File: src/sv/serial_command_frame_extractor_core_macros.svh
// Assertion macros for the frame extractor
`ifndef SERIAL_COMMAND_FRAME_EXTRACTOR_CORE_MACROS_SVH
`define SERIAL_COMMAND_FRAME_EXTRACTOR_CORE_MACROS_SVH

// condition implies consequence in the same cycle
`define SCFE_ASSERT_SAME(label, clk, rstn, ante, cons) \
    label: assert property (@(posedge clk) disable iff (!(rstn)) (ante) |-> (cons)) \
        else $error("scfe assertion failed");

// condition implies consequence in the next cycle
`define SCFE_ASSERT_NEXT(label, clk, rstn, ante, cons) \
    label: assert property (@(posedge clk) disable iff (!(rstn)) (ante) |=> (cons)) \
        else $error("scfe assertion failed");

`endif

File: src/sv/scfe_pkg.sv
`default_nettype none

package scfe_pkg;

    localparam int SCFE_FRAME_DEPTH = 16;
    localparam int BYTE_W           = 8;
    localparam int KIND_W           = 2;
    localparam int CFG_INDEX_W      = 8;

    typedef logic [BYTE_W-1:0] byte_t;
    typedef logic [KIND_W-1:0] kind_t;

    localparam kind_t KIND_ECHO    = 2'd0;
    localparam kind_t KIND_FRAME   = 2'd1;
    localparam kind_t KIND_DISCARD = 2'd2;

    localparam byte_t START_MARK_RST = 8'd33;
    localparam byte_t END_MARK_RST   = 8'd35;

endpackage

`default_nettype wire

File: src/sv/scfe_frame_ram.sv
`default_nettype none

module scfe_frame_ram
    import scfe_pkg::*;
#(
    parameter int DEPTH  = SCFE_FRAME_DEPTH,
    parameter int ADDR_W = $clog2(DEPTH)
) (
    input  wire logic              aclk,
    input  wire logic              wr_en,
    input  wire logic [ADDR_W-1:0] wr_addr,
    input  wire byte_t             wr_data,
    input  wire logic              rd_en,
    input  wire logic [ADDR_W-1:0] rd_addr,
    output byte_t                  rd_data
);

    byte_t mem [DEPTH];
    byte_t rd_data_reg;

    always_ff @(posedge aclk) begin
        if (wr_en) begin
            mem[wr_addr] <= wr_data;
        end
    end

    // registered read port, holds its word until the next read
    always_ff @(posedge aclk) begin
        if (rd_en) begin
            rd_data_reg <= mem[rd_addr];
        end
    end

    assign rd_data = rd_data_reg;

endmodule

`default_nettype wire

File: src/sv/serial_command_frame_extractor_core.sv
// Delimited command frame extractor.
// Input channel s_*: one received byte per word (s_rx_byte). Result channel
// m_*: result_kind (echo, frame byte, discard notice), data_byte and
// last_of_run, which marks the final result caused by one input word.
// Configuration channel cfg_*: index 0 start mark, index 1 end mark; other
// indexes are ignored. cfg_ready is always high; write only while idle.
// Every input word is echoed in the cycle after acceptance. Ordinary words
// are taken back to back while the receiver does not stall. An end mark
// closing a frame of N stored bytes (N at most FRAME_DEPTH) yields the echo,
// then the N bytes one per cycle while the receiver does not stall, from the
// frame memory (registered read, pipelined); an overflowed frame yields the
// echo and one discard notice.
// Results sit in an output register; while the receiver stalls (m_ready
// low) the register holds and input is not taken once it is full.
// Reset (aresetn, synchronous, active low) closes any frame, empties the
// store and restores the default marks ('!' and '#'). The frame memory
// needs no clearing: only entries written in the current frame are read.
`default_nettype none

`include "serial_command_frame_extractor_core_macros.svh"

module serial_command_frame_extractor_core
    import scfe_pkg::*;
#(
    parameter int FRAME_DEPTH = SCFE_FRAME_DEPTH
) (
    input  wire logic                   aclk,
    input  wire logic                   aresetn,

    input  wire logic                   s_valid,
    output logic                        s_ready,
    input  wire byte_t                  s_rx_byte,

    output logic                        m_valid,
    input  wire logic                   m_ready,
    output kind_t                       m_result_kind,
    output byte_t                       m_data_byte,
    output logic                        m_last_of_run,

    input  wire logic                   cfg_valid,
    output logic                        cfg_ready,
    input  wire logic [CFG_INDEX_W-1:0] cfg_index,
    input  wire byte_t                  cfg_data
);

    localparam int ADDR_W = $clog2(FRAME_DEPTH);
    localparam int CNT_W  = $clog2(FRAME_DEPTH + 1);

    localparam logic [CFG_INDEX_W-1:0] CFG_START_MARK = CFG_INDEX_W'(0);
    localparam logic [CFG_INDEX_W-1:0] CFG_END_MARK   = CFG_INDEX_W'(1);

    localparam logic [1:0] ST_IDLE = 2'd0;
    localparam logic [1:0] ST_PLAY = 2'd1;
    localparam logic [1:0] ST_DISC = 2'd2;

    localparam logic [CNT_W-1:0] FULL_CNT = CNT_W'(FRAME_DEPTH);

    logic [1:0]       state_reg, state_next;
    byte_t            start_mark_reg, end_mark_reg;
    logic             frame_open_reg, frame_open_next;
    logic             ovf_reg, ovf_next;
    logic [CNT_W-1:0] fill_reg, fill_next;
    logic [CNT_W-1:0] rd_idx_reg, rd_idx_next;
    logic [CNT_W-1:0] ld_idx_reg, ld_idx_next;
    logic             rdata_valid_reg, rdata_valid_next;

    logic             out_valid_reg, out_valid_next;
    kind_t            out_kind_reg, out_kind_next;
    byte_t            out_data_reg, out_data_next;
    logic             out_last_reg, out_last_next;

    logic              slot_free, accept, is_start, is_end, has_room, ovf_now;
    logic              load, frame_last;
    logic              mem_wr_en, mem_rd_en;
    logic [ADDR_W-1:0] mem_wr_addr;
    byte_t             mem_rd_data;

    assign slot_free = !out_valid_reg || m_ready;
    assign s_ready   = (state_reg == ST_IDLE) && slot_free;
    assign accept    = s_valid && s_ready;
    assign is_start  = (s_rx_byte == start_mark_reg);
    assign is_end    = (s_rx_byte == end_mark_reg);
    assign has_room  = (fill_reg != FULL_CNT);
    assign ovf_now   = ovf_reg || !has_room;

    assign mem_wr_en   = accept && (is_start || (frame_open_reg && !ovf_reg && has_room));
    assign mem_wr_addr = is_start ? '0 : fill_reg[ADDR_W-1:0];

    // playback: read ahead one entry, forward it to the output when the slot frees
    assign load       = (state_reg == ST_PLAY) && rdata_valid_reg && slot_free;
    assign mem_rd_en  = (state_reg == ST_PLAY) && (rd_idx_reg != fill_reg)
                        && (!rdata_valid_reg || load);
    assign frame_last = (ld_idx_reg == fill_reg - CNT_W'(1));

    scfe_frame_ram #(
        .DEPTH  (FRAME_DEPTH),
        .ADDR_W (ADDR_W)
    ) u_ram (
        .aclk    (aclk),
        .wr_en   (mem_wr_en),
        .wr_addr (mem_wr_addr),
        .wr_data (s_rx_byte),
        .rd_en   (mem_rd_en),
        .rd_addr (rd_idx_reg[ADDR_W-1:0]),
        .rd_data (mem_rd_data)
    );

    always_comb begin
        state_next       = state_reg;
        frame_open_next  = frame_open_reg;
        ovf_next         = ovf_reg;
        fill_next        = fill_reg;
        rd_idx_next      = rd_idx_reg;
        ld_idx_next      = ld_idx_reg;
        rdata_valid_next = rdata_valid_reg;
        out_valid_next   = out_valid_reg && !m_ready;
        out_kind_next    = out_kind_reg;
        out_data_next    = out_data_reg;
        out_last_next    = out_last_reg;

        case (state_reg)
            ST_IDLE: begin
                if (accept) begin
                    out_valid_next = 1'b1;
                    out_kind_next  = KIND_ECHO;
                    out_data_next  = s_rx_byte;
                    out_last_next  = 1'b1;
                    if (is_start) begin
                        frame_open_next = 1'b1;
                        ovf_next        = 1'b0;
                        fill_next       = CNT_W'(1);
                    end else if (frame_open_reg) begin
                        if (!ovf_reg && has_room) begin
                            fill_next = fill_reg + CNT_W'(1);
                        end
                        ovf_next = ovf_now;
                        if (is_end) begin
                            out_last_next   = 1'b0;
                            frame_open_next = 1'b0;
                            ovf_next        = 1'b0;
                            if (ovf_now) begin
                                fill_next  = '0;
                                state_next = ST_DISC;
                            end else begin
                                rd_idx_next      = '0;
                                ld_idx_next      = '0;
                                rdata_valid_next = 1'b0;
                                state_next       = ST_PLAY;
                            end
                        end
                    end
                end
            end
            ST_PLAY: begin
                if (mem_rd_en) begin
                    rd_idx_next      = rd_idx_reg + CNT_W'(1);
                    rdata_valid_next = 1'b1;
                end else if (load) begin
                    rdata_valid_next = 1'b0;
                end
                if (load) begin
                    out_valid_next = 1'b1;
                    out_kind_next  = KIND_FRAME;
                    out_data_next  = mem_rd_data;
                    out_last_next  = frame_last;
                    ld_idx_next    = ld_idx_reg + CNT_W'(1);
                    if (frame_last) begin
                        fill_next  = '0;
                        state_next = ST_IDLE;
                    end
                end
            end
            ST_DISC: begin
                if (slot_free) begin
                    out_valid_next = 1'b1;
                    out_kind_next  = KIND_DISCARD;
                    out_data_next  = '0;
                    out_last_next  = 1'b1;
                    state_next     = ST_IDLE;
                end
            end
            default: begin
                state_next = ST_IDLE;
            end
        endcase
    end

    always_ff @(posedge aclk) begin
        if (!aresetn) begin
            state_reg       <= ST_IDLE;
            frame_open_reg  <= 1'b0;
            ovf_reg         <= 1'b0;
            fill_reg        <= '0;
            rd_idx_reg      <= '0;
            ld_idx_reg      <= '0;
            rdata_valid_reg <= 1'b0;
            out_valid_reg   <= 1'b0;
        end else begin
            state_reg       <= state_next;
            frame_open_reg  <= frame_open_next;
            ovf_reg         <= ovf_next;
            fill_reg        <= fill_next;
            rd_idx_reg      <= rd_idx_next;
            ld_idx_reg      <= ld_idx_next;
            rdata_valid_reg <= rdata_valid_next;
            out_valid_reg   <= out_valid_next;
        end
    end

    always_ff @(posedge aclk) begin
        out_kind_reg <= out_kind_next;
        out_data_reg <= out_data_next;
        out_last_reg <= out_last_next;
    end

    assign cfg_ready = 1'b1;

    always_ff @(posedge aclk) begin
        if (!aresetn) begin
            start_mark_reg <= START_MARK_RST;
            end_mark_reg   <= END_MARK_RST;
        end else if (cfg_valid && cfg_ready) begin
            case (cfg_index)
                CFG_START_MARK: start_mark_reg <= cfg_data;
                CFG_END_MARK:   end_mark_reg   <= cfg_data;
                default: ;
            endcase
        end
    end

    assign m_valid       = out_valid_reg;
    assign m_result_kind = out_kind_reg;
    assign m_data_byte   = out_data_reg;
    assign m_last_of_run = out_last_reg;

    `SCFE_ASSERT_SAME(a_read_in_frame, aclk, aresetn, mem_rd_en, rd_idx_reg < fill_reg)
    `SCFE_ASSERT_SAME(a_play_nonempty, aclk, aresetn, state_reg == ST_PLAY, fill_reg != '0)
    `SCFE_ASSERT_SAME(a_load_order, aclk, aresetn,
        (state_reg == ST_PLAY) && rdata_valid_reg, ld_idx_reg < rd_idx_reg)
    `SCFE_ASSERT_NEXT(a_close_echo, aclk, aresetn,
        accept && frame_open_reg && is_end && !is_start,
        (state_reg != ST_IDLE) && out_valid_reg && !out_last_reg)

endmodule

`default_nettype wire
File: config.mk
export PLATFORM = sky130hd
export DESIGN_NAME = serial_command_frame_extractor_core
export DESIGN_NICKNAME = d
export VERILOG_FILES = /design/src/sv/scfe_pkg.sv /design/src/sv/scfe_frame_ram.sv /design/src/sv/serial_command_frame_extractor_core.sv
export VERILOG_INCLUDE_DIRS = /design/src /design/src/sv
export SDC_FILE = /design/constraint.sdc
export NUM_CORES = 1
export LEC_CHECK = 0
export ABC_AREA = 1
export BUFFER_PORTS_ARGS = -buffer_cell sky130_fd_sc_hd__buf_4
export CORE_MARGIN = 10
export CORE_UTILIZATION = 45
export DETAILED_ROUTE_END_ITERATION = 8
export GPL_ROUTABILITY_DRIVEN = 0
export SLEW_MARGIN = 10
export SYNTH_ARGS = -nofsm -noshare
export SYNTH_HDL_FRONTEND = slang
export SYNTH_SLANG_ARGS = --single-unit
File: constraint.sdc
create_clock -name aclk -period 2.89 [get_ports aclk]
set_clock_uncertainty 0.05 [all_clocks]
set_input_delay 0.578 -clock aclk [delete_from_list [all_inputs] [get_ports aclk]]
set_output_delay 0.578 -clock aclk [all_outputs]
set_load 0.03 [all_outputs]
==> impl_metrics.toml, run 1 <==
[worst_hold_path]
holdCritStartpoint = "cfg_data[1]"
hold_path_depth = 3
hp-class = "in -> reg"
min_delay_worst_endpoint = "end_mark_reg[1]$_SDFFE_PN1P_"

[job]
drv.max_cap_violation_count = 0

[critical_path]
critical_path.reg2reg.startpoint = "fill_reg[0]$_SDFFE_PN0P_"
timing.reg2reg.worst_path_depth = 9
worst-path-max-fanout = 9
critical_path_endpoint_category = "register"
cpPeakStageDelay_ns = 0.59
cp_cell_sequence = "inv_2, ha_1, nand3_2, nand2_4, inv_1, o21ai_2, or2_1, nor2_1, buf_4"
reg2reg_slack_ns = 0.33
timing.critical_path.buf_inv = 3
critical_path_start_end_classification = "reg -> reg"
worstSetupStartpointType = "register"
path_delay_family = "simple AND/OR/NAND/NOR gates"
worst_ep_required_time_ns = 2.98
worst_ep_arrival_time_ns = 2.64
reg2reg_to = "u_ram.mem[6][7]$_DFFE_PP_"
cpMaxStageDelayCell = "sky130_fd_sc_hd__dfxtp_1"

[finish]
n_fill_cell = 1576
top_register = "u_ram.mem"
final_net_count = 924
areaGrowthSynthToFinish_pct = 15.7
final_core_util_pct = 53.4
largest_register_ffs = 128
final-seq-area_mm2 = 0.00516
final_common_cell = "sky130_fd_sc_hd__edfxtp_1"
multi_input_area_mm2 = 0.00278
layout_common_cells = "sky130_fd_sc_hd__edfxtp_1 (147), sky130_fd_sc_hd__nand2_1 (143), sky130_fd_sc_hd__nor2_1 (121)"
final_layout_size_suffix_gt1_share_pct = 15.8

[synth]
flip_flop_and_latch_count_after_synthesis = 184
synthesis.yosys.warnings = 0
synth_cell_types = 37
edff_count_synth = 147
synth_seq_area_share_pct = 61.8
synthesis.instances = 830
synthesis.nets = 869
postSynthAreaPerCell_um2 = 10.1
ys_dominant_reg_cell = "sky130_fd_sc_hd__edfxtp_1"
fraction_of_registers_with_async_set_reset_pct = 0
netlist_area_mm2 = 0.00835

[route]
routed-via-count = 6264
routed_length_per_instance_um = 19.3
drt_iter0_drc = 682
average_vias_per_placed_instance = 5.55
drt_pass1_iterations = 5
final_antenna_violating_net_count = 0
detail_route.drc_violations = 0
drt-total-wl_mm = 21.7

[die]
placeableCoreArea_mm2 = 0.0181
start_util_pct = 46.1
die_ar_mm2 = 0.0244
fp.dieW_um = 156
floorplan.io_pins = 43
floorplan.rows = 49
die-height_um = 156

[cts]
clock_sinks = 184
cts-hold-fix-buffers = 0
cts_inserted_buffers = 17
clockRootBuffer = "sky130_fd_sc_hd__clkbuf_16"
post_cts_buffers = 0
clk_latency_ns = 0.43
cts_max_path_buffers = 2
cts_max_level = 4
clock_edge_transition_at_the_registers_on_the_reported_setup_and_hold_paths_ns = 0.07
post_cts_resize_count = 0
cts_tree = "built"

[sta]
slew-limit-headroom_pct = 53.2
timing.final.hold_violations = 0
maxSlewViolCount = 0
rsz0062_at_grt = "false"
max_freq_ghz = 0.391
timing.final.setup_violations = 0
worst_slew_pin_slew_ns = 0.701
timing.final.crit_share_pct = 88.4
layout_min_cycle_time_ns = 2.56
final.setup.tns_ns = 0
final_critical_path_setup_slack_ns = 0.334

[power]
power_leakage_nw = 3.56
worst_ir_drop_vdd_mv = 0.496
cellPowerDensity_mw_per_mm2 = 579

[place]
port_buffers = 41
pre_cts_ws_ns = 0.342
dp_hpwl_mm = 15.1

[grt]
global_route.overflow_total = 0
grt_total_usage_pct = 18.2
largest_net_degree_at_the_start_of_global_routing = 47
via_count_of_the_first_global_routing_pass = 6011
grt_pass1_wl_mm = 34.2
number_of_antenna_violations_at_the_first_check_in_global_routing = 1

[run_status]
outcome = "finished clean"
==> where the power goes <==
group / switching, mW / internal, mW / total [mW]
logic: 0.124 / 0.0607 / 0.185
registers: 0.00358 / 2.86 / 2.87
clock network: 0.994 / 1.54 / 2.54
total: 1.12 / 4.47 / 5.59
==> worst max path at each step <==
| stage | from | endpoint | slack (ns) | cells after the start |
|---|---|---|---|---|
| finish | fill_reg[0]$_SDFFE_PN0P_ | u_ram.mem[6][7]$_DFFE_PP_ | 0.33 | 9 |
| CTS | fill_reg[0]$_SDFFE_PN0P_ | u_ram.mem[6][7]$_DFFE_PP_ | 0.40 | 9 |
| floorplan | m_ready | u_ram.mem[11][0]$_DFFE_PP_ | 0.30 | 8 |
| global route | fill_reg[0]$_SDFFE_PN0P_ | u_ram.mem[2][2]$_DFFE_PP_ | 0.20 | 9 |
| global placement | s_rx_byte[0] | u_ram.mem[6][2]$_DFFE_PP_ | 0.40 | 11 |
| detailed placement | s_rx_byte[4] | u_ram.mem[6][3]$_DFFE_PP_ | 0.34 | 12 |
==> worst min-delay path, delay by kind of cell <==
kind,cells,cell delay (ns)
buffers and inverters,1,0.09
and+or+nand+nor,2,0.16
==> synth_stat cells, types with 4 or more instances <==
master | n | area share [%]
sky130_fd_sc_hd__nor2_2 | 8 | 0.60
sky130_fd_sc_hd__ha_1 | 10 | 1.5
sky130_fd_sc_hd__clkbuf_1 | 21 | 0.94
sky130_fd_sc_hd__nand2_1 | 143 | 6.4
sky130_fd_sc_hd__nor3_1 | 5 | 0.30
sky130_fd_sc_hd__nand4_1 | 5 | 0.37
sky130_fd_sc_hd__nand2_2 | 4 | 0.30
sky130_fd_sc_hd__nor2_1 | 121 | 5.4
sky130_fd_sc_hd__o221ai_1 | 11 | 1.2
sky130_fd_sc_hd__o211ai_1 | 11 | 0.99
sky130_fd_sc_hd__o22ai_1 | 21 | 1.6
sky130_fd_sc_hd__nor2_4 | 6 | 0.81
sky130_fd_sc_hd__xnor2_1 | 14 | 1.5
sky130_fd_sc_hd__o21ai_0 | 85 | 5.1
sky130_fd_sc_hd__inv_2 | 10 | 0.45
sky130_fd_sc_hd__edfxtp_1 | 147 | 53
sky130_fd_sc_hd__inv_1 | 53 | 2.4
sky130_fd_sc_hd__dfxtp_1 | 37 | 8.9
sky130_fd_sc_hd__nand3_1 | 53 | 3.2
sky130_fd_sc_hd__nand2_4 | 4 | 0.54
sky130_fd_sc_hd__a21oi_1 | 26 | 1.6
sky130_fd_sc_hd__xor2_1 | 6 | 0.63
sky130_fd_sc_hd__buf_2 | 7 | 0.42
==> stage by stage <==
stage          instance area, um2  hold slack, ns  cells  power (mW)
6_report                     9660           0.370   1128        5.59
5_1_grt                      9660           0.368   1127        5.75
4_1_cts                      9660           0.356   1127        5.61
3_5_place_dp                 9010           0.401   1095        3.11
3_3_place_gp                 9010           0.401   1095        3.11
2_1_floorplan                8350           0.386    830        3.00
==> per-layer routing <==
layer | vias up | wire length (um) | GRT usage, %
met3 | 24 | 1670 | 4.63
li1 | 2975 | - | -
met5 | - | 0 | 0
met1 | 2998 | 9940 | 25.7
met2 | 267 | 9790 | 26.9
met4 | 0 | 336 | 5.53
==> layout make-up <==
cell class | count | area share, %
Sequential cell | 184 | 53.4
Multi-Input combinational cell | 546 | 28.8
Timing Repair Buffer | 72 | 5.60
Clock buffer | 18 | 4.44
Tap cell | 229 | 2.97
Inverter | 64 | 2.49
Clock inverter | 14 | 2.27
Antenna cell | 1 | 0.0259
==> cells by family (layout without fill, tap and decap cells) <==
| group | after synthesis | after routing | synth area share, % |
|---|---|---|---|
| buffers and inverters | 100 | 168 | 4.87 |
| AOI/OAI and AO/OA | 157 | 157 | 10.7 |
| adders and majority gates | 10 | 10 | 1.50 |
| other | 1 | 2 | 0.0449 |
| DFF | 184 | 184 | 61.8 |
| and+or+nand+nor | 358 | 358 | 19.0 |
| xor gates and xnor gates | 20 | 20 | 2.10 |
No activity file was read; power rests on OpenSTA's default activity.
==> run 2, diff against run 1 <==
--- a/config.mk
+++ b/config.mk
@@ -10,6 +10,7 @@
 export BUFFER_PORTS_ARGS = -buffer_cell sky130_fd_sc_hd__buf_4
 export CORE_MARGIN = 10
 export CORE_UTILIZATION = 45
+export CTS_BUF_LIST = sky130_fd_sc_hd__clkbuf_4
 export DETAILED_ROUTE_END_ITERATION = 8
 export GPL_ROUTABILITY_DRIVEN = 0
 export SLEW_MARGIN = 10
==> impl_metrics.toml, run 2 (same netlist as run 1, synthesis figures left out) <==
[worst_hold_path]
hold_path_depth = 3
min_delay_worst_endpoint = "end_mark_reg[1]$_SDFFE_PN1P_"
hp-class = "in -> reg"
holdCritStartpoint = "cfg_data[1]"

[place]
dp_hpwl_mm = 15.1
port_buffers = 41
placedInstanceArea_mm2 = 0.00901

[finish]
largest_register_ffs = 128
final_net_count = 924
layout_common_cells = "sky130_fd_sc_hd__edfxtp_1 (147), sky130_fd_sc_hd__nand2_1 (143), sky130_fd_sc_hd__nor2_1 (121)"
final_layout_size_suffix_gt1_share_pct = 15.9
areaGrowthSynthToFinish_pct = 12.2
final-seq-area_mm2 = 0.00516
multi_input_area_mm2 = 0.00278
final_common_cell = "sky130_fd_sc_hd__edfxtp_1"
top_register = "u_ram.mem"
final_core_util_pct = 51.8
finalInstanceArea_mm2 = 0.00937
n_fill_cell = 1610

[die]
die-height_um = 156
floorplan.rows = 49
die_ar_mm2 = 0.0244
placeableCoreArea_mm2 = 0.0181
fp.dieW_um = 156
floorplan.io_pins = 43
start_util_pct = 46.1

[cts]
clock_sinks = 184
cts_max_level = 4
clockRootBuffer = "sky130_fd_sc_hd__clkbuf_4"
cts-hold-fix-buffers = 0
clock_edge_transition_at_the_registers_on_the_reported_setup_and_hold_paths_ns = 0.15
cts_inserted_buffers = 17
cts_max_path_buffers = 2
post_cts_buffers = 0
cts_tree = "built"
clk_latency_ns = 0.57
post_cts_resize_count = 0

[power]
worst_ir_drop_vdd_mv = 0.309
cellPowerDensity_mw_per_mm2 = 504
power_leakage_nw = 3.44
post-layout-total-power_mw = 4.72

[critical_path]
critical_path_start_end_classification = "reg -> reg"
reg2reg_slack_ns = 0.34
critical_path_endpoint_category = "register"
worst_ep_required_time_ns = 3.10
timing.reg2reg.worst_path_depth = 10
worstSetupStartpointType = "register"
crit_start = "fill_reg[0]$_SDFFE_PN0P_"
worst-path-max-fanout = 9
critical_path.reg2reg.startpoint = "fill_reg[0]$_SDFFE_PN0P_"
reg2reg_to = "u_ram.mem[4][1]$_DFFE_PP_"
worst_ep_arrival_time_ns = 2.77

[grt]
largest_net_degree_at_the_start_of_global_routing = 47
number_of_antenna_violations_at_the_first_check_in_global_routing = 1
grt_pass1_wl_mm = 34.0
global_route.overflow_total = 0
grt_total_usage_pct = 18.1
via_count_of_the_first_global_routing_pass = 6000

[route]
final_antenna_violating_net_count = 0
routed_length_per_instance_um = 19.2
detail_route.drc_violations = 0
drt_iter0_drc = 542
drt_pass1_iterations = 5
routed-via-count = 6202
drt-total-wl_mm = 21.6
average_vias_per_placed_instance = 5.49

[sta]
timing.final.crit_share_pct = 88.3
fin_worst_hold_slack_ns = 0.230
slew-limit-headroom_pct = 53.4
rsz0062_at_grt = "false"
timing.final.setup_violations = 0
max_freq_ghz = 0.392
maxSlewViolCount = 0
final.setup.tns_ns = 0
worst_slew_pin_slew_ns = 0.698
layout_min_cycle_time_ns = 2.55
timing.final.hold_violations = 0

[run_status]
outcome = "finished clean"

[job]
drv.max_cap_violation_count = 0
run 2: changes by cell type in the layout (fill, tap and decap cells not counted):
cell / change
sky130_fd_sc_hd__clkbuf_1: -1
sky130_fd_sc_hd__clkbuf_16: -17
sky130_fd_sc_hd__clkbuf_4: +18
sky130_fd_sc_hd__diode_2: +1
run 2: report_power, final:
part	total, mW	switching [mW]	internal [mW]	leakage [nW]
clock network	1.67	0.881	0.794	0.187
registers	2.86	0.00359	2.86	1.63
logic	0.185	0.124	0.0607	1.62
run 2: how the worst max path moves through the flow:
stage / endpoint / slack [ns] / cells past startpoint
after floorplan: u_ram.mem[11][0]$_DFFE_PP_ / 0.30 / 8
after global placement: u_ram.mem[6][2]$_DFFE_PP_ / 0.40 / 11
after detailed placement: u_ram.mem[6][3]$_DFFE_PP_ / 0.34 / 12
after CTS: u_ram.mem[6][7]$_DFFE_PP_ / 0.38 / 9
after global routing: u_ram.mem[2][2]$_DFFE_PP_ / 0.18 / 9
final: u_ram.mem[4][1]$_DFFE_PP_ / 0.34 / 10
run 2: critical path, stage by stage (launching register included):
cell,delay (ns)
sky130_fd_sc_hd__dfxtp_1,0.60
sky130_fd_sc_hd__inv_2,0.17
sky130_fd_sc_hd__ha_1,0.31
sky130_fd_sc_hd__nand3_2,0.14
sky130_fd_sc_hd__nand2_4,0.10
sky130_fd_sc_hd__inv_1,0.18
sky130_fd_sc_hd__o21ai_2,0.14
sky130_fd_sc_hd__inv_2,0.09
sky130_fd_sc_hd__nand2_1,0.15
sky130_fd_sc_hd__nor2_1,0.13
sky130_fd_sc_hd__buf_4,0.19
run 2: layout make-up:
type / instances / share of cell area, %
antenna: 2 / 0.0534
clock inverter: 14 / 2.34
clock buffer: 18 / 1.44
multi-input combinational: 546 / 29.7
tap: 229 / 3.06
inverter: 64 / 2.56
sequential: 184 / 55.0
timing repair buffer: 72 / 5.77
run 2: routing by layer:
layer / track usage, % / vias up / wire length [um] / part of all wire [%]
met1: 25.3 / 2946 / 10100 / 47
met3: 5.05 / 25 / 1580 / 7.3
met2: 26.9 / 257 / 9700 / 45
li1: - / 2974 / - / -
met5: 0 / - / 0 / 0
met4: 4.99 / 0 / 276 / 1.3
run 2: stage by stage:
| step | worst slack, ns | instances |
|---|---|---|
| after floorplan | 0.304 | 830 |
| after global placement | 0.401 | 1095 |
| after detailed placement | 0.342 | 1095 |
| after CTS | 0.382 | 1127 |
| after global routing | 0.183 | 1129 |
| final | 0.337 | 1129 |
==> run 3, diff against run 2 <==
--- a/config.mk
+++ b/config.mk
@@ -8,11 +8,11 @@
 export LEC_CHECK = 0
 export ABC_AREA = 1
 export BUFFER_PORTS_ARGS = -buffer_cell sky130_fd_sc_hd__buf_4
-export CORE_MARGIN = 10
 export CORE_UTILIZATION = 45
 export CTS_BUF_LIST = sky130_fd_sc_hd__clkbuf_4
 export DETAILED_ROUTE_END_ITERATION = 8
 export GPL_ROUTABILITY_DRIVEN = 0
+export MAX_ROUTING_LAYER = met4
 export SLEW_MARGIN = 10
 export SYNTH_ARGS = -nofsm -noshare
 export SYNTH_HDL_FRONTEND = slang
==> impl_metrics.toml, run 3 (same netlist as run 1, synthesis figures left out) <==
[run_status]
outcome = "finished with violations"
failed_checks = "DRC"

[sta]
timing.final.hold_violations = 0
timing.final.crit_share_pct = 83.1
final.setup.tns_ns = 0
layout_min_cycle_time_ns = 2.40
maxSlewViolCount = 0
final_critical_path_setup_slack_ns = 0.489
max_freq_ghz = 0.417
worst_slew_pin_slew_ns = 0.653
rsz0062_at_grt = "false"
slew-limit-headroom_pct = 56.4
timing.final.setup_violations = 0

[critical_path]
worst-path-max-fanout = 10
worstSetupStartpointType = "register"
critical_path_endpoint_category = "register"
worst_ep_required_time_ns = 3.37
critical_path_start_end_classification = "reg -> reg"
worst_ep_arrival_time_ns = 2.88

[grt]
number_of_antenna_violations_at_the_first_check_in_global_routing = 1
largest_net_degree_at_the_start_of_global_routing = 67
global_route.overflow_total = 0
grt_total_usage_pct = 23.8
grt_pass1_wl_mm = 33.2
via_count_of_the_first_global_routing_pass = 6034

[power]
power_leakage_nw = 3.41
worst_ir_drop_vdd_mv = 0.272
post-layout-total-power_mw = 4.49
cellPowerDensity_mw_per_mm2 = 483

[route]
detail_route.drc_violations = 10
routed-via-count = 6245
drt_iter0_drc = 658
average_vias_per_placed_instance = 5.54
final_antenna_violating_net_count = 0
drt-total-wl_mm = 21.3
routed_length_per_instance_um = 18.9
drt_pass1_iterations = 7

[cts]
cts_max_path_buffers = 2
clockRootBuffer = "sky130_fd_sc_hd__clkbuf_4"
post_cts_buffers = 0
clk_latency_ns = 0.60
cts-hold-fix-buffers = 0
post_cts_resize_count = 0
clock_sinks = 184
cts_max_level = 4
cts_tree = "built"
clock_edge_transition_at_the_registers_on_the_reported_setup_and_hold_paths_ns = 0.17
cts_inserted_buffers = 17

[finish]
top_register = "u_ram.mem"
layout_common_cells = "sky130_fd_sc_hd__edfxtp_1 (147), sky130_fd_sc_hd__nand2_1 (143), sky130_fd_sc_hd__nor2_1 (121)"
multi_input_area_mm2 = 0.00278
final_layout_size_suffix_gt1_share_pct = 16.0
final_net_count = 924
final-seq-area_mm2 = 0.00516
n_fill_cell = 1618
largest_register_ffs = 128
final_common_cell = "sky130_fd_sc_hd__edfxtp_1"
areaGrowthSynthToFinish_pct = 11.3
final_core_util_pct = 51.4

[job]
drv.max_cap_violation_count = 0

[die]
placeableCoreArea_mm2 = 0.0181
floorplan.io_pins = 43
die-height_um = 138
die_ar_mm2 = 0.0191
start_util_pct = 46.1
floorplan.rows = 49
fp.dieW_um = 138

[worst_hold_path]
hp-class = "in -> reg"

[place]
pre_cts_ws_ns = 0.365
port_buffers = 41
dp_hpwl_mm = 14.8
==> run 3: critical path, stage by stage, from the launching register on <==
cell,delay [ns]
sky130_fd_sc_hd__dfxtp_1,0.38
sky130_fd_sc_hd__inv_1,0.11
sky130_fd_sc_hd__ha_1,0.49
sky130_fd_sc_hd__o21ai_0,0.21
sky130_fd_sc_hd__inv_1,0.09
sky130_fd_sc_hd__nand2_1,0.06
sky130_fd_sc_hd__inv_1,0.40
sky130_fd_sc_hd__nand4_2,0.28
sky130_fd_sc_hd__inv_2,0.13
sky130_fd_sc_hd__nand2_1,0.05
sky130_fd_sc_hd__nand2_1,0.05
sky130_fd_sc_hd__nor2_1,0.03
==> run 3: final timing paths <==
kind	startpoint	to	slack [ns]	cells after the start
max reg2reg	state_reg[1]$_SDFFE_PN0P_	rd_idx_reg[0]$_SDFFE_PN0P_	0.49	11
min	cfg_data[6]	start_mark_reg[6]$_SDFFE_PN0P_	0.19	3
min reg2reg	end_mark_reg[3]$_SDFFE_PN0P_	end_mark_reg[3]$_SDFFE_PN0P_	0.42	2
max	state_reg[1]$_SDFFE_PN0P_	rd_idx_reg[0]$_SDFFE_PN0P_	0.49	11
==> run 3: per-layer routing <==
layer  share of wire (%)  global-route usage, %  wire, um  up-vias
li1                    -                      -         -     2975
met1                  45                   32.2      9530     2980
met2                  46                   35.7      9730      251
met3                 7.4                   5.02      1570       39
met4                 2.1                   8.16       442        0
met5                   0                      -         0        -
==> run 3: area by class of cell <==
cell class | count | area share [%]
clock buffer | 17 | 1.37
timing repair buffer | 72 | 5.82
multi-input combinational | 546 | 30.0
antenna | 1 | 0.0269
sequential | 184 | 55.5
clock inverter | 15 | 1.63
tap | 229 | 3.08
inverter | 64 | 2.59
==> run 3: power by group <==
group / internal, mW / switching, mW
clock: 0.464 / 0.978
sequential: 2.86 / 0.00338
combinational: 0.0607 / 0.123
==> run 3: through the flow <==
| stage | hold slack [ns] | instance area [um2] | std cells |
|---|---|---|---|
| after global routing | 0.185 | 9290 | 1128 |
| final | 0.186 | 9290 | 1128 |
| after detailed placement | 0.405 | 9010 | 1095 |
| after global placement | 0.397 | 9010 | 1095 |
| after floorplan | 0.386 | 8350 | 830 |
| after CTS | 0.169 | 9290 | 1127 |
